`config.mk`:
```
export PLATFORM = sky130hd
export DESIGN_NAME = xtb_ram
export DESIGN_NICKNAME = d
export VERILOG_FILES = /design/src/hdl/xtb_ram.sv
export SDC_FILE = /design/constraint.sdc
export NUM_CORES = 1
export LEC_CHECK = 0
export BUFFER_PORTS_ARGS = -buffer_cell sky130_fd_sc_hd__buf_2
export CAP_MARGIN = 20
export CORE_MARGIN = 2
export CORE_UTILIZATION = 55
export DETAILED_ROUTE_END_ITERATION = 6
export PLACE_DENSITY = 0.71
export SYNTH_ARGS = -nofsm -noshare
export SYNTH_HDL_FRONTEND = slang
export SYNTH_SLANG_ARGS = --single-unit
export TNS_END_PERCENT = 50
```
`constraint.sdc`:
```
create_clock -name clock -period 2.8 [get_ports clock]
set_input_delay 0.56 -clock clock [delete_from_list [all_inputs] [get_ports clock]]
set_output_delay 0.56 -clock clock [all_outputs]
set_load 0.02 [all_outputs]
```
`src/hdl/xtb_ram.sv`:
```
module xtb_ram #(
   parameter int WIDTH = 8,
   parameter int DEPTH = 64,
   localparam int AW = $clog2(DEPTH)
) (
   input  logic             clock,
   input  logic             wr_en,
   input  logic [AW-1:0]    wr_addr,
   input  logic [WIDTH-1:0] wr_data,
   input  logic             rd_en,
   input  logic [AW-1:0]    rd_addr,
   output logic [WIDTH-1:0] rd_data_ff
);

   logic [WIDTH-1:0] mem_ff [DEPTH];

   always_ff @(posedge clock) begin
      if (wr_en) begin
         mem_ff[wr_addr] <= wr_data;
      end
   end

   // read data holds until the next read
   always_ff @(posedge clock) begin
      if (rd_en) begin
         rd_data_ff <= mem_ff[rd_addr];
      end
   end

endmodule

```
==> results of run 1 <==
==> metrics by stage <==
stage	instance area [sq um]	setup TNS, ps	instances	setup slack (ps)
after floorplan	20200	0	940	434
after global placement	21700	-271	1509	-271
after detailed placement	21700	-248	1509	-245
after CTS	23300	0	1600	356
after global routing	23300	0	1602	391
final	23300	0	1602	415
==> metal layers <==
layer	wire [um]	GRT usage, %	vias up
met5	48	0	-
met4	966	6.57	8
met3	3350	4.93	67
met2	21800	38.2	416
met1	18600	35.1	5258
li1	-	-	4243
==> state kept, by name (all words and copies together) (netlist names) <==
signal      count
mem_ff        512
rd_data_ff      8
==> cell usage after synthesis <==
master,count
a31oi_1,1
o311ai_1,1
a221oi_1,6
a22oi_1,3
o221a_2,2
nand2b_1,7
a211oi_1,4
o221ai_1,8
mux2_2,13
nand4b_1,1
a21oi_1,3
and2_1,1
buf_4,13
nand2_1,19
nand4_1,2
nor2_1,83
buf_1,4
mux2i_1,23
mux4_2,126
nor2b_1,14
o21ai_0,2
nand3b_1,3
o41ai_1,2
o32ai_1,2
a2111oi_0,2
o2bb2ai_1,3
nor4_1,2
buf_6,4
nor3_1,7
edfxtp_1,520
o22ai_1,8
o21a_1,2
o21ai_1,2
buf_2,11
nand3_1,13
or3_1,1
buf_12,2
o2111ai_1,3
clkbuf_1,17
==> power groups by stage <==
| stage | registers (mW) | clock network (mW) | logic, mW |
|---|---|---|---|
| floorplan | 8.82 | 0 | 0.459 |
| global placement | 8.82 | 0 | 0.832 |
| detailed placement | 8.82 | 0 | 0.847 |
| CTS | 8.66 | 6.50 | 0.849 |
| global route | 8.66 | 6.79 | 0.902 |
| finish | 8.66 | 6.40 | 0.847 |
==> critical path: cells and delay by family <==
family	cells	cell delay, ps
AOI/OAI and AO/OA	2	460
buffers and inverters	1	310
muxes	2	830
and+or+nand+nor	1	500
==> area by class of cell <==
| type | instances | area [sq um] |
|---|---|---|
| clock inverter | 31 | 203 |
| multi-input combinational | 369 | 4320 |
| sequential | 520 | 15600 |
| fill | 2402 | 13100 |
| antenna | 1 | 2.50 |
| tap | 468 | 586 |
| timing repair buffer | 153 | 1210 |
| clock buffer | 60 | 1350 |
==> cell families after synthesis <==
group                  after synthesis  share of synthesized area, %
DFF                                520                          77.1
buffers and inverters               51                          1.56
AOI/OAI and AO/OA                   54                          2.06
muxes                              162                          15.9
and+or+nand+nor                    153                          3.37
==> path summary, 6_finish.rpt <==
kind                   end          start  cells past startpoint
min reg2reg  rd_data_ff[7]   mem_ff[4][7]                      4
max          rd_data_ff[6]     rd_addr[0]                      6
min          mem_ff[48][7]     wr_data[7]                      1
max reg2reg  rd_data_ff[6]  mem_ff[24][6]                      5
==> results.ini, run 1 <==
[power_and_ir_drop]
vdd_drop_max_uv = 463
clockPowerShare_pct = 40.2
power_density_nw_per_um2 = 683
swShare_pct = 20.8
p_leak_nw = 7.53
p_total_mw = 15.9
pwr-share-comb_pct = 5.3
seqPwrFrac_pct = 54.4
p_sw_mw = 3.31
p_int_mw = 12.6

[route]
first_pass_iters = 5
wl_per_cell_um = 28.0
vias_per_cell = 6.24
drtIter0Drc = 1124
drc = 0
postRouteAntennaNets = 0
num_vias = 9992
wl_um = 44800

[placement]
portBuffers = 30
dp_hpwl_um = 28300
gp_congestion = 0.804

[critical_path]
cp-end-kind = register
max_stage_delay_ps = 550
crit_chain = clkbuf_8, mux4_2, mux2_2, o221a_2, nor3_1, o32ai_1
crit_type = in -> reg
crit_path_max_fanout = 19
critPathRequiredTime_ps = 3110
worst_path_max_delay_cell = mux4_2
critPathLaunchType = primary input
r2r_setup_slack_ps = 460
cp.arrival_ps = 2690

[sta]
setup_viol = 0
post-route-period-util_pct = 85.2
timing.fmax_mhz = 419
min_period_ps = 2390
slew_violations = 0
final_hold_viol_count = 0
max-slew-margin-rel_pct = 51.2
rsz0062_at_grt = no
fin_skew_ps = 19.6
tightest_slew_ps = 732
fin_hold_ws_ps = 309

[logic_synthesis]
ys_types = 39
synthTopCellsByArea = edfxtp_1 (77%), mux4_2 (14%), nor2_1 (1.5%)
netlist.area_leader.share_pct = 77.1
synth-seq-cells = 520
syn_inst = 940
yosysTopAreaCell = edfxtp_1
avgSynthCellArea_sq_um = 21.5
synth.net_count = 963
synth_area_sq_um = 20200
yosys_warnings = 0
yosysSeqAreaShare_pct = 77.1

[clocking]
ctsHoldBuffers = 0
cts.htree.levels = 2
numClockSinks = 520
cts_buffer_depth = 3
cts_tree = built
numCtsBuffers = 51
worstSkewPairLatency_ps = 580
post_cts_buffers = 0
ctsResizeCount = 0
clk_pin_slew_ps = 70
root_buffer = clkbuf_16

[worst_hold_path]
hold_class = in -> reg

[finish]
fin_nets = 1118
drive_above_1_share_pct = 32.4
final_cell_mix = edfxtp_1 (520), mux4_2 (126), buf_4 (115)
final_common_cell = edfxtp_1
fin_util_pct = 63.9
syn2layout_area_growth_pct = 15.0

[die]
fp-row-count = 70
die_h_um = 196
die_w_um = 196
start_util_pct = 55.6
core_area_sq_um = 36400
die_area_sq_um = 38400
boundaryPins = 31

[grt]
grt_antenna_before_repair = 5
grt_pass1_wl_um = 66600
grt_pass1_vias = 10044
overflow = 0
grt_max_degree = 65
grt_usage_pct = 24.2

[job]
maxCapViolations = 0

[status]
outcome = completed

Power figures use the tool's default switching activity.
==> run 2: changes to the inputs <==
--- a/config.mk
+++ b/config.mk
@@ -5,12 +5,12 @@
 export SDC_FILE = /design/constraint.sdc
 export NUM_CORES = 1
 export LEC_CHECK = 0
-export BUFFER_PORTS_ARGS = -buffer_cell sky130_fd_sc_hd__buf_2
 export CAP_MARGIN = 20
 export CORE_MARGIN = 2
 export CORE_UTILIZATION = 55
 export DETAILED_ROUTE_END_ITERATION = 6
-export PLACE_DENSITY = 0.71
+export DONT_BUFFER_PORTS = 1
+export PLACE_DENSITY_LB_ADDON = 0.15
 export SYNTH_ARGS = -nofsm -noshare
 export SYNTH_HDL_FRONTEND = slang
 export SYNTH_SLANG_ARGS = --single-unit
==> results.ini, run 2 (synthesized netlist as in run 1, its figures left out) <==
[die]
die_area_sq_um = 38400  ; unchanged
die_h_um = 196  ; unchanged
fp-row-count = 70  ; unchanged
die_w_um = 196  ; unchanged
start_util_pct = 55.6  ; unchanged
boundaryPins = 31  ; unchanged
core_area_sq_um = 36400  ; unchanged

[finish]
reg.largest.list = mem_ff x512, rd_data_ff x8
drive_above_1_share_pct = 27.3  ; -5.1 points
final_cell_mix = edfxtp_1 (520), mux4_2 (126), nor2_1 (83)
fin_util_pct = 62.2  ; -1.7 points
diodes = 0  ; -1
final_common_cell = edfxtp_1
largest_reg_flops = 512  ; unchanged
fin_area_sq_um = 22700  ; -2.7%
largest_register = mem_ff
syn2layout_area_growth_pct = 11.9
fin_nets = 1038  ; -7.2%

[sta]
post-route-period-util_pct = 77.5  ; -7.7 points
rsz0062_at_grt = no
fin_hold_ws_ps = 89.6  ; -220 ps
timing.fmax_mhz = 461  ; +10%
setup-tns-final_ps = 0  ; unchanged
min_period_ps = 2170  ; -216 ps
slew_violations = 0  ; unchanged
max-slew-margin-rel_pct = 58.2  ; +7.0 points
final_hold_viol_count = 0  ; unchanged
tightest_slew_ps = 626  ; -107 ps
setup_viol = 0  ; unchanged
fin_skew_ps = 17.3  ; -2.23 ps
fin_ws_ps = 631  ; +216 ps

[power_and_ir_drop]
vdd_drop_max_uv = 742  ; +61%
p_leak_nw = 7.13  ; -5.4%
power_density_nw_per_um2 = 690  ; +0.98%

[placement]
gp_congestion = 0.759  ; -5.6%
dpl-instance-area_sq_um = 21100  ; -3.0%
dp_hpwl_um = 25000  ; -12%
pre_cts_ws_ps = 315  ; +560 ps
portBuffers = 0  ; -100%

[route]
vias_per_cell = 6.21  ; -0.48%
wl_um = 43100  ; -3.7%
first_pass_iters = 5  ; unchanged
drc = 0  ; unchanged
postRouteAntennaNets = 0  ; unchanged
num_vias = 9460  ; -5.3%
drtIter0Drc = 898  ; -20%
wl_per_cell_um = 28.3  ; +1.3%

[clocking]
cts.htree.levels = 2  ; unchanged
worstSkewPairLatency_ps = 570  ; about the same
numCtsBuffers = 51  ; unchanged
post_cts_buffers = 0  ; unchanged
numClockSinks = 520  ; unchanged
root_buffer = clkbuf_16
cts_tree = built
ctsResizeCount = 0  ; unchanged
cts_buffer_depth = 3  ; unchanged
clk_pin_slew_ps = 60  ; about the same
ctsHoldBuffers = 0  ; unchanged

[grt]
grt_pass1_vias = 9585  ; -4.6%
overflow = 0  ; unchanged
grt_usage_pct = 23.2  ; -0.96 points
grt_max_degree = 138  ; +110%
grt_antenna_before_repair = 0  ; -5
grt_pass1_wl_um = 63700  ; -4.3%

[critical_path]
crit_path_max_fanout = 1  ; -18
r2r_start = mem_ff[20][6]
cp-end-kind = register
critPathLaunchType = register
critPathRequiredTime_ps = 3110  ; about the same
cp.arrival_ps = 2480  ; -210 ps
setup.worst_path.start = mem_ff[20][6]
crit_type = reg -> reg

[worst_hold_path]
hold_class = in -> reg
min_from = wr_data[4]

[status]
outcome = completed

[job]
maxCapViolations = 0  ; unchanged

-- run 2: final cells by class --
class	instances	area, sq um
repair buffers	73	548
clock buffers	59	1350
multi-input cells	369	4320
fillers	2516	13800
flip-flops and latches	520	15600
clock inverters	35	248
well taps	468	586
-- run 2: per-layer routing --
layer / share of wire, % / vias to the layer above / GRT usage (%) / routed length, um
li1: - / 4085 / - / -
met1: 43 / 4983 / 34.7 / 18600
met2: 46 / 335 / 34.9 / 20000
met3: 8.2 / 57 / 5.36 / 3520
met4: 2.4 / 0 / 6.79 / 1020
met5: 0 / - / 0 / 0
-- run 2: where the power goes --
part / internal (mW) / leakage [nW] / switching, mW / total [mW]
clock network: 3.72 / 0.772 / 2.80 / 6.51
logic: 0.262 / 1.67 / 0.184 / 0.446
registers: 8.63 / 4.69 / 0.0387 / 8.67
-- run 2: worst max-delay path, cell delays in order (launching register included) --
cell      delay (ps)
edfxtp_1         370
mux4_2           470
mux2_2           280
o221a_2          280
nor3_1           370
o32ai_1          150
-- run 2: stage by stage --
stage          std cells  power (mW)
3_3_place_gp        1430        9.28
5_1_grt             1524        16.0
3_5_place_dp        1430        9.28
4_1_cts             1524        15.7
2_1_floorplan        940        9.28
6_report            1524        15.6
-- run 2: path summary, 6_finish.rpt --
| path | depth (start not counted) | end | slack (ps) |
|---|---|---|---|
| hold reg to reg | 4 | rd_data_ff[2] | 910 |
| setup / recovery | 5 | rd_data_ff[6] | 630 |
| setup reg to reg | 5 | rd_data_ff[6] | 630 |
| hold / removal | 0 | mem_ff[1][4] | 90 |
