`config.mk`:
```
export PLATFORM = sky130hd
export DESIGN_NAME = xtb_scan
export DESIGN_NICKNAME = d
export VERILOG_FILES = /design/src/hdl/xtb_pkg.sv /design/src/hdl/xtb_scan.sv
export SDC_FILE = /design/constraint.sdc
export NUM_CORES = 1
export LEC_CHECK = 0
export BUFFER_PORTS_ARGS = -buffer_cell sky130_fd_sc_hd__buf_2
export CELL_PAD_IN_SITES_DETAIL_PLACEMENT = 1
export CELL_PAD_IN_SITES_GLOBAL_PLACEMENT = 1
export CORE_AREA = 2 2 121 123
export CTS_CLUSTER_SIZE = 24
export DETAILED_ROUTE_END_ITERATION = 12
export DIE_AREA = 0 0 123 125
export HOLD_SLACK_MARGIN = 0.02
export PLACE_DENSITY_LB_ADDON = 0.1
export SETUP_SLACK_MARGIN = 0.4
export SLEW_MARGIN = 40
export SYNTH_ARGS = -nofsm -noshare
export SYNTH_HDL_FRONTEND = slang
export SYNTH_SLANG_ARGS = --single-unit
export TNS_END_PERCENT = 1
```
`constraint.sdc`:
```
create_clock -name clock -period 12.73 [get_ports clock]
set_clock_uncertainty 0.2 [all_clocks]
set_input_delay 2.546 -clock clock [delete_from_list [all_inputs] [get_ports clock]]
set_output_delay 2.546 -clock clock [all_outputs]
set_load 0.1 [all_outputs]
```
`src/hdl/xtb_pkg.sv`:
```
package xtb_pkg;

   // Store sizes
   localparam int CHAR_STORE_DEPTH = 4096;
   localparam int MAX_NESTING      = 256;

   localparam int CHAR_AW = $clog2(CHAR_STORE_DEPTH);
   localparam int NEST_AW = $clog2(MAX_NESTING);
   localparam int CTOP_W  = CHAR_AW + 1;   // holds 0 .. CHAR_STORE_DEPTH
   localparam int DEPTH_W = NEST_AW + 1;   // holds 0 .. MAX_NESTING

   // Delimiters
   localparam logic [7:0] BYTE_LT    = 8'h3C;
   localparam logic [7:0] BYTE_GT    = 8'h3E;
   localparam logic [7:0] BYTE_SLASH = 8'h2F;

   typedef enum logic [1:0] {
      MODE_OUTSIDE = 2'd0,
      MODE_FIRST   = 2'd1,
      MODE_OPEN    = 2'd2,
      MODE_CLOSE   = 2'd3
   } scan_mode_type;

   typedef enum logic [2:0] {
      ERR_NONE         = 3'd0,
      ERR_MISMATCH     = 3'd1,
      ERR_UNCLOSED     = 3'd2,
      ERR_UNTERMINATED = 3'd3,
      ERR_OVERFLOW     = 3'd4
   } err_kind_type;

   typedef struct packed {
      logic       consistent;
      logic [2:0] error_kind;
      logic [8:0] open_depth;
   } rsp_type;

endpackage

```
`src/hdl/xtb_scan.sv`:
```
module xtb_scan (
   input  logic                          clock,
   input  logic                          reset,
   input  logic                          in_valid,
   output logic                          in_ready,
   input  logic [7:0]                    in_data_byte,
   input  logic                          in_last_byte,
   output logic                          out_valid,
   input  logic                          out_ready,
   output xtb_pkg::rsp_type              out_item,
   output logic                          char_wr_en,
   output logic [xtb_pkg::CHAR_AW-1:0]   char_wr_addr,
   output logic [7:0]                    char_wr_data,
   output logic                          char_rd_en,
   output logic [xtb_pkg::CHAR_AW-1:0]   char_rd_addr,
   input  logic [7:0]                    char_rd_data,
   output logic                          start_wr_en,
   output logic [xtb_pkg::NEST_AW-1:0]   start_wr_addr,
   output logic [xtb_pkg::CTOP_W-1:0]    start_wr_data,
   output logic                          start_rd_en,
   output logic [xtb_pkg::NEST_AW-1:0]   start_rd_addr,
   input  logic [xtb_pkg::CTOP_W-1:0]    start_rd_data
);

   localparam int CTOP_W  = xtb_pkg::CTOP_W;
   localparam int DEPTH_W = xtb_pkg::DEPTH_W;
   localparam int CHAR_AW = xtb_pkg::CHAR_AW;
   localparam int NEST_AW = xtb_pkg::NEST_AW;

   xtb_pkg::scan_mode_type mode_ff, mode_in;
   xtb_pkg::err_kind_type  failed_ff, failed_in, kind;
   logic [CTOP_W-1:0]  char_top_ff, char_top_in;
   logic [DEPTH_W-1:0] depth_ff, depth_in;
   logic [CTOP_W-1:0]  offset_ff, offset_in;
   logic [CTOP_W-1:0]  top_start_ff, top_start_in;
   logic [CTOP_W-1:0]  open_start_ff, open_start_in;
   logic               pop_pending_ff, pop_pending_in;
   logic               rsp_valid_ff, rsp_valid_in;
   xtb_pkg::rsp_type   rsp_item_ff, rsp_item_in;

   logic               accept;
   logic               last_accept;
   logic [CTOP_W-1:0]  top_len;
   logic [CTOP_W-1:0]  offset_next;
   logic               char_full;
   logic               nest_full;

   assign in_ready    = !rsp_valid_ff || out_ready;
   assign accept      = in_valid && in_ready;
   assign last_accept = accept && in_last_byte;
   assign top_len     = char_top_ff - top_start_ff;
   assign offset_next = offset_ff + CTOP_W'(1);
   assign char_full   = char_top_ff >= CTOP_W'(xtb_pkg::CHAR_STORE_DEPTH);
   assign nest_full   = depth_ff >= DEPTH_W'(xtb_pkg::MAX_NESTING);

   assign out_valid = rsp_valid_ff;
   assign out_item  = rsp_item_ff;

   always_ff @(posedge clock) begin
      if (reset) begin
         mode_ff        <= xtb_pkg::MODE_OUTSIDE;
         failed_ff      <= xtb_pkg::ERR_NONE;
         char_top_ff    <= '0;
         depth_ff       <= '0;
         offset_ff      <= '0;
         pop_pending_ff <= 1'b0;
         rsp_valid_ff   <= 1'b0;
      end else begin
         mode_ff        <= mode_in;
         failed_ff      <= failed_in;
         char_top_ff    <= char_top_in;
         depth_ff       <= depth_in;
         offset_ff      <= offset_in;
         pop_pending_ff <= pop_pending_in;
         rsp_valid_ff   <= rsp_valid_in;
      end
   end

   always_ff @(posedge clock) begin
      top_start_ff  <= top_start_in;
      open_start_ff <= open_start_in;
      rsp_item_ff   <= rsp_item_in;
   end

   always_comb begin
      mode_in        = mode_ff;
      failed_in      = failed_ff;
      char_top_in    = char_top_ff;
      depth_in       = depth_ff;
      offset_in      = offset_ff;
      top_start_in   = top_start_ff;
      open_start_in  = open_start_ff;
      pop_pending_in = 1'b0;
      rsp_item_in    = rsp_item_ff;
      kind           = xtb_pkg::ERR_NONE;

      char_wr_en    = 1'b0;
      char_wr_addr  = char_top_ff[CHAR_AW-1:0];
      char_wr_data  = in_data_byte;
      char_rd_en    = 1'b0;
      char_rd_addr  = top_start_ff[CHAR_AW-1:0];
      start_wr_en   = 1'b0;
      start_wr_addr = depth_ff[NEST_AW-1:0];
      start_wr_data = char_top_ff;
      start_rd_en   = 1'b0;
      start_rd_addr = NEST_AW'(depth_ff - DEPTH_W'(2));

      // start of the new top tag arrives from the start RAM in the cycle after a pop
      if (pop_pending_ff) begin
         top_start_in = start_rd_data;
      end

      if (accept && failed_ff == xtb_pkg::ERR_NONE) begin
         unique case (mode_ff)
            xtb_pkg::MODE_OUTSIDE: begin
               if (in_data_byte == xtb_pkg::BYTE_LT) begin
                  mode_in = xtb_pkg::MODE_FIRST;
               end
            end
            xtb_pkg::MODE_FIRST: begin
               if (in_data_byte == xtb_pkg::BYTE_SLASH) begin
                  if (depth_ff == '0) begin
                     failed_in = xtb_pkg::ERR_MISMATCH;
                  end else begin
                     offset_in  = '0;
                     mode_in    = xtb_pkg::MODE_CLOSE;
                     char_rd_en = 1'b1;   // prefetch first char of top tag
                  end
               end else if (nest_full) begin
                  failed_in = xtb_pkg::ERR_OVERFLOW;
               end else begin
                  start_wr_en   = 1'b1;
                  open_start_in = char_top_ff;
                  if (in_data_byte == xtb_pkg::BYTE_GT) begin
                     depth_in     = depth_ff + DEPTH_W'(1);
                     top_start_in = char_top_ff;
                     mode_in      = xtb_pkg::MODE_OUTSIDE;
                  end else begin
                     mode_in = xtb_pkg::MODE_OPEN;
                     if (char_full) begin
                        failed_in = xtb_pkg::ERR_OVERFLOW;
                     end else begin
                        char_wr_en  = 1'b1;
                        char_top_in = char_top_ff + CTOP_W'(1);
                     end
                  end
               end
            end
            xtb_pkg::MODE_OPEN: begin
               if (in_data_byte == xtb_pkg::BYTE_GT) begin
                  depth_in     = depth_ff + DEPTH_W'(1);
                  top_start_in = open_start_ff;
                  mode_in      = xtb_pkg::MODE_OUTSIDE;
               end else if (char_full) begin
                  failed_in = xtb_pkg::ERR_OVERFLOW;
               end else begin
                  char_wr_en  = 1'b1;
                  char_top_in = char_top_ff + CTOP_W'(1);
               end
            end
            xtb_pkg::MODE_CLOSE: begin
               if (in_data_byte == xtb_pkg::BYTE_GT) begin
                  if (offset_ff != top_len) begin
                     failed_in = xtb_pkg::ERR_MISMATCH;
                  end else begin
                     char_top_in    = top_start_ff;
                     depth_in       = depth_ff - DEPTH_W'(1);
                     offset_in      = '0;
                     mode_in        = xtb_pkg::MODE_OUTSIDE;
                     start_rd_en    = 1'b1;
                     pop_pending_in = 1'b1;
                  end
               end else if (offset_ff >= top_len || char_rd_data != in_data_byte) begin
                  failed_in = xtb_pkg::ERR_MISMATCH;
               end else begin
                  offset_in    = offset_next;
                  char_rd_en   = 1'b1;
                  char_rd_addr = CHAR_AW'(top_start_ff + offset_next);
               end
            end
            default: begin
               mode_in = xtb_pkg::MODE_OUTSIDE;
            end
         endcase
      end

      if (last_accept) begin
         priority if (failed_in != xtb_pkg::ERR_NONE) begin
            kind = failed_in;
         end else if (mode_in != xtb_pkg::MODE_OUTSIDE) begin
            kind = xtb_pkg::ERR_UNTERMINATED;
         end else if (depth_in != '0) begin
            kind = xtb_pkg::ERR_UNCLOSED;
         end else begin
            kind = xtb_pkg::ERR_NONE;
         end
         rsp_item_in.consistent = (kind == xtb_pkg::ERR_NONE);
         rsp_item_in.error_kind = kind;
         rsp_item_in.open_depth = (32'(depth_in) > 32'd511) ? 9'd511 : 9'(depth_in);

         // back to the idle document state
         mode_in        = xtb_pkg::MODE_OUTSIDE;
         failed_in      = xtb_pkg::ERR_NONE;
         char_top_in    = '0;
         depth_in       = '0;
         offset_in      = '0;
         pop_pending_in = 1'b0;
      end

      rsp_valid_in = (rsp_valid_ff && !out_ready) || last_accept;
   end

   a_depth_bound: assert property (@(posedge clock) disable iff (reset)
      depth_ff <= DEPTH_W'(xtb_pkg::MAX_NESTING))
      else $error("nesting depth above store size");

   a_char_bound: assert property (@(posedge clock) disable iff (reset)
      char_top_ff <= CTOP_W'(xtb_pkg::CHAR_STORE_DEPTH))
      else $error("char top above store size");

   a_close_nonempty: assert property (@(posedge clock) disable iff (reset)
      mode_ff == xtb_pkg::MODE_CLOSE |-> depth_ff != '0)
      else $error("closing tag compare with empty stack");

   a_close_offset: assert property (@(posedge clock) disable iff (reset)
      (mode_ff == xtb_pkg::MODE_CLOSE && failed_ff == xtb_pkg::ERR_NONE)
      |-> offset_ff <= top_len)
      else $error("compare offset past top tag");

   a_pop_refill: assert property (@(posedge clock) disable iff (reset)
      pop_pending_ff |-> mode_ff == xtb_pkg::MODE_OUTSIDE)
      else $error("top start refill overlaps tag scan");

endmodule

```
==> results by group <==
Drt
  – DR WL/cell: roughly 20 um
  – Vias after detailed routing: between 5,000 and 6,000
  – DRT Wirelength: around 20,000 um
  – Number of vias per cell: 5.96
  – Initial DRC Count: about 350
  – Detail Route Antenna Nets: 0
  – DRC: 0
  – DR pass1 iterations: 5

Floorplanning
  – Row count: between 40 and 50
  – Die W: 123 um
  – Die Area: around 0.015 mm2
  – # IOs: between 100 and 150
  – Core area: approximately 0.014 mm2
  – DIE HEIGHT: 125 um
  – Starting density of the core: around 44%

Cells and area
  – Diode count: 0
  – Area grow syn2layout: 12.4%
  – Final non-filler cell total: 1,004
  – Nets@finish: 898
  – Layout cells sized above 1: approximately a fifth

Logic synthesis
  – Cells after synthesis: 754
  – Synth Net Count: 837
  – Synth top area share: 17.8%
  – Adder-cell area share of the yosys netlist: about a tenth
  – Top FF cell, synth: dfxtp_1
  – Yosys warnings: 0
  – XOR/XNOR Fraction of Synth Area: approximately 6.7%
  – Most common cell in the synthesized netlist: nor2_1
  – Sequential cell area fraction in the yosys report: about 30%
  – Post-synth top cells: 67 x nor2_1, 55 x dfxtp_1, 53 x a21oi_1, 47 x ha_1, 45 x nand2_1
  – Mux share of post-synthesis cell area: 3.32%
  – Main combinational cell family by area after synthesis: compound AO/OA/AOI/OAI gates
  – Area fraction in compound gates after synthesis: 20.8%
  – EDFF count, synth: 26
  – Avg Inst Size Synth: a little over 8 um2
  – Synthesized flop and latch total: a little over 80
  – Synth unique cells: 64
  – Ys async rst share: 0%
  – Post-Synth Simple-Gate Area: ~20%
  – Area contributors post-synth: dfxtp_1 18%, edfxtp_1 13%, ha_1 9.5%
  – Mapped cell area: 0.00618 mm2
  – Cell taking the most area after synthesis: dfxtp_1

Critical path
  – CP Data Required Time: 9980 ps
  – CP max FO: 15
  – CP top delay family: simple AND/OR/NAND/NOR gates
  – Crit path buf inv count: 2
  – Crit-path slowest cell: dfxtp_1
  – CP peak stage delay: 520 ps
  – CP cell instances: ha_1, nor2b_1, o21a_1, o21ai_0, nand2b_1, a31o_2, a41o_1, o41ai_1, xnor2_1, ha_1, nand4_2, or4_1, nand4_1, nor4b_2, nand4_1, buf_4, a21oi_1, buf_2
  – Critical Path AT: about 5700 ps
  – Nature of the critical path endpoint: output pin
  – Kind of critical path: register to output pin
  – Crit start category: register

Timing
  – Final setup vio count: 0
  – Final min period: roughly 8400 ps
  – RSZ-0062 raised after global routing: no
  – Final Cycle Share: 66.3%
  – Worst slew pin tran: 777 ps
  – Slew Limit Fails: 0
  – Final hold vios: 0
  – Slew HR: between 40% and 50%
  – Setup_tns: 0 ps
  – Fmax: approximately 120 MHz

CTS
  – TritonCTS clock tree: built
  – H-tree levels: 3
  – Num CTS Buffers: 9
  – # resized after CTS: 0
  – Hold-fix buffer count after cts: 0
  – Clk slew on worst S/H paths: around 70 ps
  – CTS root buf: clkbuf_16
  – Clk sink count: between 80 and 90
  – Clock Path Buffers: 2
  – Postcts setup bufs: 0
  – Clk_lat worst skew: between 300 and 400 ps

Power and ir drop
  – Pwr Density: around 80 mW/mm2
  – Leakage: a little under 3 nW
  – Maximum VDD drop: about 0.055 mV

Placed design
  – Placed insts: 987
  – GPL Wtd Cong: 0.934
  – Post-DP HPWL: 15,200 um
  – Buffers on Ports: around 110

GRT
  – Largest net degree at the start of global routing: 49
  – Gr ovfl total: 0
  – First-pass GRT wire length: around 33,000 um
  – Tot GR Track Use: between 20 and 30%
  – Vias in the first global route: 6,127
  – Initial antenna violation count: 0

Flow run
  – Maxcap violations: 0

Outcome
  – Status: completed

Hold path
  – Hold Crit Class: register to register
## logic make-up after synthesis
group / Yosys count
xor+xnor: 47
flops: 81
simple gates: 242
compound gates: 202
fa+ha+maj: 49
buf+inv: 113
mux: 20
## routing by layer
| metal | track usage, % | part of all wire, % |
|---|---|---|
| met1 | 32.7 | 41 |
| met2 | 48.3 | 52 |
| met3 | 3.42 | 3.7 |
| met4 | 10.4 | 3.3 |
| met5 | 0 | 0 |
## flip-flops by register name (all words and copies together) (netlist names)
| signal | count |
|---|---|
| out_valid | 1 |
| pop_pending_ff | 1 |
| mode_ff | 2 |
| out_item | 13 |
| depth_ff | 9 |
| start_wr_data | 13 |
| top_start_ff | 13 |
| failed_ff | 3 |
| open_start_ff | 13 |
| offset_ff | 13 |
## layout make-up
class / count / area, um2
fill: 1767 / 7250
multi-input combinational: 560 / 3780
sequential: 81 / 1880
timing repair buffer: 120 / 618
tap: 184 / 230
clock buffer: 9 / 225
inverter: 43 / 161
clock inverter: 7 / 52.6
## path summary, 6_finish.rpt
kind | start | endpoint | slack [ps] | cells past startpoint
setup / recovery | start_wr_data[2] | char_rd_addr[2] | 4300 | 18
hold / removal | failed_ff[1] | failed_ff[1] | 290 | 2
setup reg to reg | start_wr_data[2] | out_item[10] | 6750 | 18
hold reg to reg | failed_ff[1] | failed_ff[1] | 290 | 2
## power by group
group          switching (mW)  leakage, nW  internal (mW)
Combinational          0.0339         2.06        0.00848
Sequential           0.000411        0.703          0.267
Clock                   0.117        0.126          0.133
## worst min-delay path, cell delays in order (launching register included)
cell	delay [ps]
dfxtp_1	330
inv_1	70
nor2_1	40
## through the flow
stage                     setup WS [ps]  util (%)  area, um2  hold slack, ps  total power [mW]
final                              4300      48.9       6950             287             0.559
after global routing               4020      48.9       6950             334             0.577
after CTS                          3930      48.8       6930             292             0.565
after detailed placement           4360      46.9       6660             283             0.315
after global placement             4490      46.8       6650             260             0.315
after floorplan                    3090         -       6180             248             0.305
## placed cells by master, fill, tap and decap left out, types with 23 or more instances in the layout
cell | netlist | layout
nand3_1 | 29 | 29
o21ai_0 | 38 | 38
a22oi_1 | 23 | 23
nor2_1 | 67 | 65
buf_2 | 5 | 113
a21oi_1 | 53 | 53
xor2_1 | 29 | 29
nand2_1 | 45 | 45
ha_1 | 47 | 47
inv_1 | 43 | 43
dfxtp_1 | 55 | 54
edfxtp_1 | 26 | 26
Note: power is estimated with default switching activity, not from simulation.
